===== config.mk =====
export PLATFORM = sky130hd
export DESIGN_NAME = crc32_frame_header_builder_unit
export DESIGN_NICKNAME = d
export VERILOG_FILES = /design/src/rtl/cfhb_pkg.sv /design/src/rtl/cfhb_dp.sv /design/src/rtl/cfhb_ctrl.sv /design/src/rtl/crc32_frame_header_builder_unit.sv
export SDC_FILE = /design/constraint.sdc
export NUM_CORES = 1
export LEC_CHECK = 0
export BUFFER_PORTS_ARGS = -buffer_cell sky130_fd_sc_hd__buf_2
export CAP_MARGIN = 30
export CORE_MARGIN = 2
export CORE_UTILIZATION = 50
export CTS_CLUSTER_DIAMETER = 100
export DETAILED_ROUTE_END_ITERATION = 16
export PLACE_DENSITY = 0.74
export SETUP_SLACK_MARGIN = 0.2
export SLEW_MARGIN = 10
export SYNTH_ARGS = -nofsm -noshare
export SYNTH_HDL_FRONTEND = slang
export SYNTH_SLANG_ARGS = --single-unit

===== constraint.sdc =====
create_clock -name clk -period 3.81 [get_ports clk]
set_input_delay 0.762 -clock clk [delete_from_list [all_inputs] [get_ports clk]]
set_output_delay 0.762 -clock clk [all_outputs]
set_load 0.005 [all_outputs]

===== src/rtl/cfhb_pkg.sv =====
package cfhb_pkg;

  localparam logic [31:0] CRC_POLY   = 32'hedb88320;
  localparam logic [7:0]  HDR_START  = 8'd1;
  localparam logic [63:0] SHORT_MAX  = 64'd125;
  localparam logic [63:0] MID_MAX    = 64'd65535;
  localparam logic [7:0]  CODE_MID   = 8'd126;
  localparam logic [7:0]  CODE_LONG  = 8'd127;
  localparam logic [3:0]  LAST_SHORT = 4'd6;
  localparam logic [3:0]  LAST_MID   = 4'd8;
  localparam logic [3:0]  LAST_LONG  = 4'd14;

  localparam logic [31:0] NIBBLE_TBL [16] = '{
    32'h00000000, 32'h1db71064, 32'h3b6e20c8, 32'h26d930ac,
    32'h76dc4190, 32'h6b6b51f4, 32'h4db26158, 32'h5005713c,
    CRC_POLY,     32'hf00f9344, 32'hd6d6a3e8, 32'hcb61b38c,
    32'h9b64c2b0, 32'h86d3d2d4, 32'ha00ae278, 32'hbdbdf21c
  };

  typedef struct packed {
    logic accept;
    logic hdr_step;
    logic pay_step;
    logic emit_step;
  } dp_cmd_t;

  typedef struct packed {
    logic hdr_done;
    logic emit_done;
    logic held_last;
    logic slot_free;
  } dp_stat_t;

  function automatic logic [31:0] crc_byte(logic [31:0] c, logic [7:0] d);
    logic [31:0] c1;
    c1 = NIBBLE_TBL[c[3:0] ^ d[3:0]] ^ (c >> 4);
    return NIBBLE_TBL[c1[3:0] ^ d[7:4]] ^ (c1 >> 4);
  endfunction

  function automatic logic [3:0] hdr_last_idx(logic [63:0] len);
    logic [3:0] r;
    if (len > MID_MAX) r = LAST_LONG;
    else if (len > SHORT_MAX) r = LAST_MID;
    else r = LAST_SHORT;
    return r;
  endfunction

  function automatic logic [7:0] hdr_byte(logic [3:0] idx, logic [7:0] ftype,
                                          logic [63:0] len, logic [31:0] crc);
    logic long_len;
    logic [7:0] code;
    logic [7:0] r;
    long_len = (len > MID_MAX);
    if (long_len) code = CODE_LONG;
    else if (len > SHORT_MAX) code = CODE_MID;
    else code = len[7:0];
    unique case (idx)
      4'd0:  r = HDR_START;
      4'd1:  r = ftype;
      4'd2:  r = crc[31:24];
      4'd3:  r = crc[23:16];
      4'd4:  r = crc[15:8];
      4'd5:  r = crc[7:0];
      4'd6:  r = code;
      4'd7:  r = long_len ? len[63:56] : len[15:8];
      4'd8:  r = long_len ? len[55:48] : len[7:0];
      4'd9:  r = len[47:40];
      4'd10: r = len[39:32];
      4'd11: r = len[31:24];
      4'd12: r = len[23:16];
      4'd13: r = len[15:8];
      4'd14: r = len[7:0];
      default: r = 8'd0;
    endcase
    return r;
  endfunction

endpackage


===== src/rtl/cfhb_dp.sv =====
module cfhb_dp
  import cfhb_pkg::*;
#(
  parameter int LENGTH_BITS = 32
) (
  input  logic        clk,
  input  logic        rst,
  input  dp_cmd_t     cmd,
  output dp_stat_t    stat,
  input  logic [7:0]  in_type,
  input  logic [7:0]  in_byte,
  input  logic [31:0] in_length,
  input  logic        in_first,
  input  logic        in_last,
  output logic        out_valid,
  input  logic        out_ready,
  output logic [7:0]  out_byte,
  output logic [3:0]  out_index,
  output logic        out_last
);

  logic [LENGTH_BITS-1:0] len;
  logic [7:0]             ftype;
  logic [31:0]            crc;
  logic [7:0]             pbyte;
  logic                   last_r;
  logic [3:0]             idx;
  logic [63:0]            in_len64;
  logic [63:0]            len64;
  logic [3:0]             last_idx;
  logic [7:0]             cur_byte;
  logic                   at_end;

  assign in_len64 = {32'd0, in_length};
  assign len64    = 64'(len);
  assign last_idx = hdr_last_idx(len64);
  assign at_end   = (idx == last_idx);
  assign cur_byte = hdr_byte(idx, ftype, len64, cmd.hdr_step ? 32'd0 : crc);

  assign stat.hdr_done  = at_end;
  assign stat.emit_done = at_end;
  assign stat.held_last = last_r;
  assign stat.slot_free = !out_valid || out_ready;

  always_ff @(posedge clk) begin
    if (rst) begin
      len       <= '0;
      ftype     <= '0;
      crc       <= '0;
      idx       <= '0;
      out_valid <= 1'b0;
    end else begin
      if (cmd.accept) begin
        pbyte  <= in_byte;
        last_r <= in_last;
        idx    <= '0;
        if (in_first) begin
          ftype <= in_type;
          len   <= in_len64[LENGTH_BITS-1:0];
          crc   <= '0;
        end else begin
          crc <= crc_byte(crc, in_byte);
        end
      end
      if (cmd.hdr_step) begin
        crc <= crc_byte(crc, cur_byte);
        idx <= at_end ? 4'd0 : idx + 4'd1;
      end
      if (cmd.pay_step) begin
        crc <= crc_byte(crc, pbyte);
        idx <= '0;
      end
      if (cmd.emit_step) begin
        out_valid <= 1'b1;
        idx       <= idx + 4'd1;
      end else if (out_ready) begin
        out_valid <= 1'b0;
      end
    end
  end

  always_ff @(posedge clk) begin
    if (cmd.emit_step) begin
      out_byte  <= cur_byte;
      out_index <= idx;
      out_last  <= at_end;
    end
  end

endmodule


===== src/rtl/cfhb_ctrl.sv =====
module cfhb_ctrl
  import cfhb_pkg::*;
(
  input  logic     clk,
  input  logic     rst,
  input  logic     in_valid,
  output logic     in_ready,
  input  logic     in_first,
  input  logic     in_last,
  input  dp_stat_t stat,
  output dp_cmd_t  cmd
);

  localparam logic [1:0] ST_IDLE = 2'd0;
  localparam logic [1:0] ST_HDR  = 2'd1;
  localparam logic [1:0] ST_PAY  = 2'd2;
  localparam logic [1:0] ST_EMIT = 2'd3;

  logic [1:0] state;
  logic [1:0] state_next;

  assign in_ready = !rst && (state == ST_IDLE);

  always_comb begin
    state_next = state;
    cmd        = '0;
    unique case (state)
      ST_IDLE: begin
        if (in_valid && in_ready) begin
          cmd.accept = 1'b1;
          if (in_first) state_next = ST_HDR;
          else if (in_last) state_next = ST_EMIT;
        end
      end
      ST_HDR: begin
        cmd.hdr_step = 1'b1;
        if (stat.hdr_done) state_next = ST_PAY;
      end
      ST_PAY: begin
        cmd.pay_step = 1'b1;
        state_next   = stat.held_last ? ST_EMIT : ST_IDLE;
      end
      ST_EMIT: begin
        cmd.emit_step = stat.slot_free;
        if (stat.slot_free && stat.emit_done) state_next = ST_IDLE;
      end
      default: state_next = ST_IDLE;
    endcase
  end

  always_ff @(posedge clk) begin
    if (rst) begin
      state <= ST_IDLE;
    end else begin
      state <= state_next;
    end
  end

endmodule


===== src/rtl/crc32_frame_header_builder_unit.sv =====
// A byte without a first mark is folded into the CRC as it is accepted. A byte with a first mark
// starts a fold of n = 7, 9 or 15 header bytes into the CRC, one byte per cycle, and then the byte.
// A last byte adds n emission beats, one per cycle while m_tready is high; the first
// header beat is registered in the emit state after the payload byte is folded.
// Reset (rst, synchronous) clears the state machine, output valid, CRC, type and length.
module crc32_frame_header_builder_unit
  import cfhb_pkg::*;
#(
  parameter int LENGTH_BITS = 32
) (
  input  logic        clk,
  input  logic        rst,
  input  logic        s_tvalid,
  output logic        s_tready,
  input  logic [39:0] s_tdata,   // payload_byte [7:0], payload_length [39:8]
  input  logic [8:0]  s_tuser,   // frame_type [7:0], first [8]
  input  logic        s_tlast,
  output logic        m_tvalid,
  input  logic        m_tready,
  output logic [15:0] m_tdata,   // header_byte [7:0], header_index [11:8], zero [15:12]
  output logic        m_tlast
);

  dp_cmd_t    cmd;
  dp_stat_t   stat;
  logic [7:0] out_byte;
  logic [3:0] out_index;

  cfhb_ctrl u_ctrl (
    .clk      (clk),
    .rst      (rst),
    .in_valid (s_tvalid),
    .in_ready (s_tready),
    .in_first (s_tuser[8]),
    .in_last  (s_tlast),
    .stat     (stat),
    .cmd      (cmd)
  );

  cfhb_dp #(
    .LENGTH_BITS (LENGTH_BITS)
  ) u_dp (
    .clk       (clk),
    .rst       (rst),
    .cmd       (cmd),
    .stat      (stat),
    .in_type   (s_tuser[7:0]),
    .in_byte   (s_tdata[7:0]),
    .in_length (s_tdata[39:8]),
    .in_first  (s_tuser[8]),
    .in_last   (s_tlast),
    .out_valid (m_tvalid),
    .out_ready (m_tready),
    .out_byte  (out_byte),
    .out_index (out_index),
    .out_last  (m_tlast)
  );

  assign m_tdata = {4'd0, out_index, out_byte};

endmodule

==> summary.md <==
| Metric | Value |
|---|---|
| Status | completed |
| Syn. warnings | 0 |
| Final hold vios | 0 |
| Final ANT Viol Nets | 0 |
| Via count | 6693 |
| Syn Area/Cell | 8.76 µm² |
| # rows | 44 |
| WS Path Type | reg2reg |
| RSZ-0062 raised after global routing | false |
| Path type of the worst min-delay path | reg2reg |
| Worst-path fanout max | 8 |
| Netlist cell types | 71 |
| Diode count | 0 |
| Vias per inst | 6.15 |
| FF-to-FF Start | u_dp.idx[0]$_SDFFE_PP0P_ |
| EDFF count, synth | 22 |
| Cells after synthesis | 842 |
| Initial antenna violation count | 0 |
| Worst-path clk slew | 0.08 ns |
| First-pass iteration count of the detailed router | 6 |
| Final worst slack | 0.336 ns |
| Cell count along the critical path | 11 |
| Seq/Total Area, Yosys | 0.304 |
| Global-route wire length before repair | 35.6 mm |
| Min Tclk post-route | 3.47 ns |
| Worst R2R Setup Slack | 0.34 ns |
| Tightest Pin Transition | 0.909 ns |
| TritonCTS clock tree | done |
| Area grow syn2layout | 13.6% |
| Async S/R FF share, synth | 0 |
| Nets | 961 |
| Critical path endpoint | u_dp.crc[25]$_SDFFE_PP0P_ |
| PwrDens | 956 nW/µm² |
| R2R depth | 11 |
| Buf/Inv on CP | 1 |
| F_max | 288 MHz |
| Crit path capture type | flip-flop |
| First DRT Iteration DRCs | 872 |
| Static Leak | 0.00310 µW |
| Die Y-Extent | 125 µm |
| Post-DR wirelength/cell | 21.1 µm |
| CP delay by family, top | simple AND/OR/NAND/NOR gates |
| Worst path slowest cell | or4_4 |
| CTS Buf Count | 9 |
| CTS Sinks | 101 |
| Count of hold buffers inserted by post-cts repair | 0 |
| Rel. slew slack | 0.389 |
| # IOs | 73 |
| Fin crit share | 0.912 |
| CP Launch Type | flip-flop |
| CTS root buffer | clkbuf_16 |
| Core area | 14500 µm² |
| Tot GR Track Use | 0.290 |
| Worst hold slack | 0.468 ns |
| Peak supply drop | 385 µV |
| DRC viols | 0 |
| Worst-Skew Late Latency | 0.37 ns |
| Dpl ws | -0.0526 ns |
| CP max stage delay | 0.51 ns |
| Largest net degree at the start of global routing | 80 |
| Critical path startpoint | u_dp.idx[0]$_SDFFE_PP0P_ |
| Max cap viols | 0 |
| I/O Buffers | 68 |
| Die ar. | 15700 µm² |
| Clk_skew | 0.0111 ns |
| Cells along the critical path | inv_1 > ha_2 > and3b_2 > a22o_1 > a221o_1 > or4_4 > and2_4 > xnor2_4 > xnor3_1 > a221oi_2 > nor3_2 |
| Pins Over Slew Limit | 0 |
| Vias in the first global route | 6281 |
| Grt total ovfl | 0 |
| Ys flop type | dfxtp_1 |
| Worst EP arrival | 3.70 ns |
| Dpl hpwl | 16.8 mm |
| Layout cells sized above 1 | 0.197 |
| Synth Register Bits | 101 |
| # setup viols final | 0 |
| H-Tree Level Count | 3 |
| Worst R2R End | u_dp.crc[25]$_SDFFE_PP0P_ |
| Initial core utilization | 0.510 |
| Chip Width | 125 µm |
| Drt total wl | 22.9 mm |
| Clk buf depth | 2 |
| GP Congestion | 0.968 |
| Area of the mapped netlist | 7380 µm² |
| Req. time, crit path | 4.03 ns |
[flip-flops by register name, summed over array words and instances (netlist names)]
register	cells
u_dp.out_index	4
u_dp.ftype	8
u_dp.out_valid	1
u_dp.out_last	1
u_dp.idx	4
u_dp.out_byte	8
u_ctrl.state	2
u_dp.pbyte	8
u_dp.crc	32
u_dp.last_r	1
u_dp.len	32
[routing by layer]
metal | GRT usage | share of wire | vias up
met2 | 0.413 | 0.42 | 367
met5 | 0 | 0 | -
met3 | 0.0770 | 0.098 | 65
met1 | 0.415 | 0.44 | 3150
li1 | - | - | 3111
met4 | 0.117 | 0.040 | 0
[worst min path at each step]
stage	to	slack [ns]	start	cells past startpoint
2_1_floorplan	u_dp.ftype[1]$_SDFFE_PP0P_	0.44	u_dp.ftype[1]$_SDFFE_PP0P_	2
3_3_place_gp	u_dp.ftype[2]$_SDFFE_PP0P_	0.45	u_dp.ftype[2]$_SDFFE_PP0P_	2
3_5_place_dp	u_dp.ftype[2]$_SDFFE_PP0P_	0.46	u_dp.ftype[2]$_SDFFE_PP0P_	2
4_1_cts	u_dp.ftype[2]$_SDFFE_PP0P_	0.47	u_dp.ftype[2]$_SDFFE_PP0P_	2
5_1_grt	u_dp.ftype[4]$_SDFFE_PP0P_	0.50	u_dp.ftype[4]$_SDFFE_PP0P_	2
6_report	u_dp.ftype[2]$_SDFFE_PP0P_	0.47	u_dp.ftype[2]$_SDFFE_PP0P_	2
[logic make-up after synthesis]
kind of cell | count (synthesis) | synth area share
and+or+nand+nor | 229 | 0.144
AOI/OAI and AO/OA | 212 | 0.204
xor gates and xnor gates | 190 | 0.261
DFF | 101 | 0.304
buffers and inverters | 88 | 0.0546
muxes | 13 | 0.0181
adders and majority gates | 8 | 0.0136
other | 1 | 0.000508
[timing repair]
| action | in CTS | in global routing |
|---|---|---|
| pin swaps | 0 | 6 |
| endpoints found under the hold margin | 0 | 0 |
| setup buffers | 0 | 4 |
| gates cloned | 0 | 0 |
| gates resized for setup | 4 | 17 |
| setup endpoints to repair | 8 | 24 |
[tightest hold or removal path, delay by kind of cell (launching register included)]
| kind | cells | cell delay [ns] |
|---|---|---|
| flops | 1 | 0.32 |
| simple gates | 1 | 0.05 |
| compound gates | 1 | 0.05 |
[final cells by class]
type                    count  area (µm²)
clock buffers               9         225
clock inverters             7        88.8
fillers                  1291        6100
inverters                  13        48.8
multi-input cells         656        4820
flip-flops and latches    101        2240
well taps                 184         230
repair buffers            118         719
[layout by cell type (no fill, tap or decap), drive strengths merged, types with 5 or more instances in the layout]
cell     netlist  layout
xor2          49      49
a221oi        25      25
nor4           8       8
o211ai        10      10
o21ai         20      20
nand3         13      13
buf           25     118
nand2        112     112
xnor2        130     130
o221ai         5       5
a21oi         60      60
o22ai         14      14
or3            6       6
a211oi         5       5
a221o          5       5
nor2b          6       6
edfxtp        22      22
xnor3         10      10
dfxtp         79      79
nor3          25      25
a22oi         14      14
nor2          36      36
a222oi         9       9
clkbuf        50       9
mux2i         10      10
inv           13      16
and2           5       5
a2111oi        5       5
ha             8       8
a22o          10      10
[Yosys cell counts, drive strengths merged, types with 6 or more instances]
cell    instances  area share
ha              8       0.014
inv            13      0.0066
a21oi          60       0.041
nand2         112       0.057
or3             6      0.0051
clkbuf         50       0.026
mux2i          10       0.014
a221oi         25       0.031
a22o           10       0.012
xnor3          10       0.031
edfxtp         22       0.090
o22ai          14       0.012
nand3          13      0.0088
nor4            8      0.0088
o21ai          20       0.014
nor2           36       0.019
o211ai         10       0.010
nor2b           6      0.0051
dfxtp          79        0.21
xor2           49       0.061
buf            25       0.022
a222oi          9       0.012
xnor2         130        0.17
nor3           25       0.018
a22oi          14       0.014
[per-stage QoR]
step	cells	setup TNS [ns]	area, µm²	util	power, µW
2_1_floorplan	845	0	7390	-	5610
3_3_place_gp	1068	0	7950	0.549	6770
3_5_place_dp	1068	-0.0526	7950	0.549	6870
4_1_cts	1084	0	8270	0.571	7860
5_1_grt	1088	0	8380	0.579	8460
6_report	1088	0	8380	0.579	8010
[power breakdown]
part	leakage (µW)	internal [µW]	switching (µW)
registers	0.000856	1270	306
logic	0.00209	2550	2910
clock network	0.000152	474	500
total	0.00310	4300	3710
Note: power is estimated with default switching activity, not from simulation.
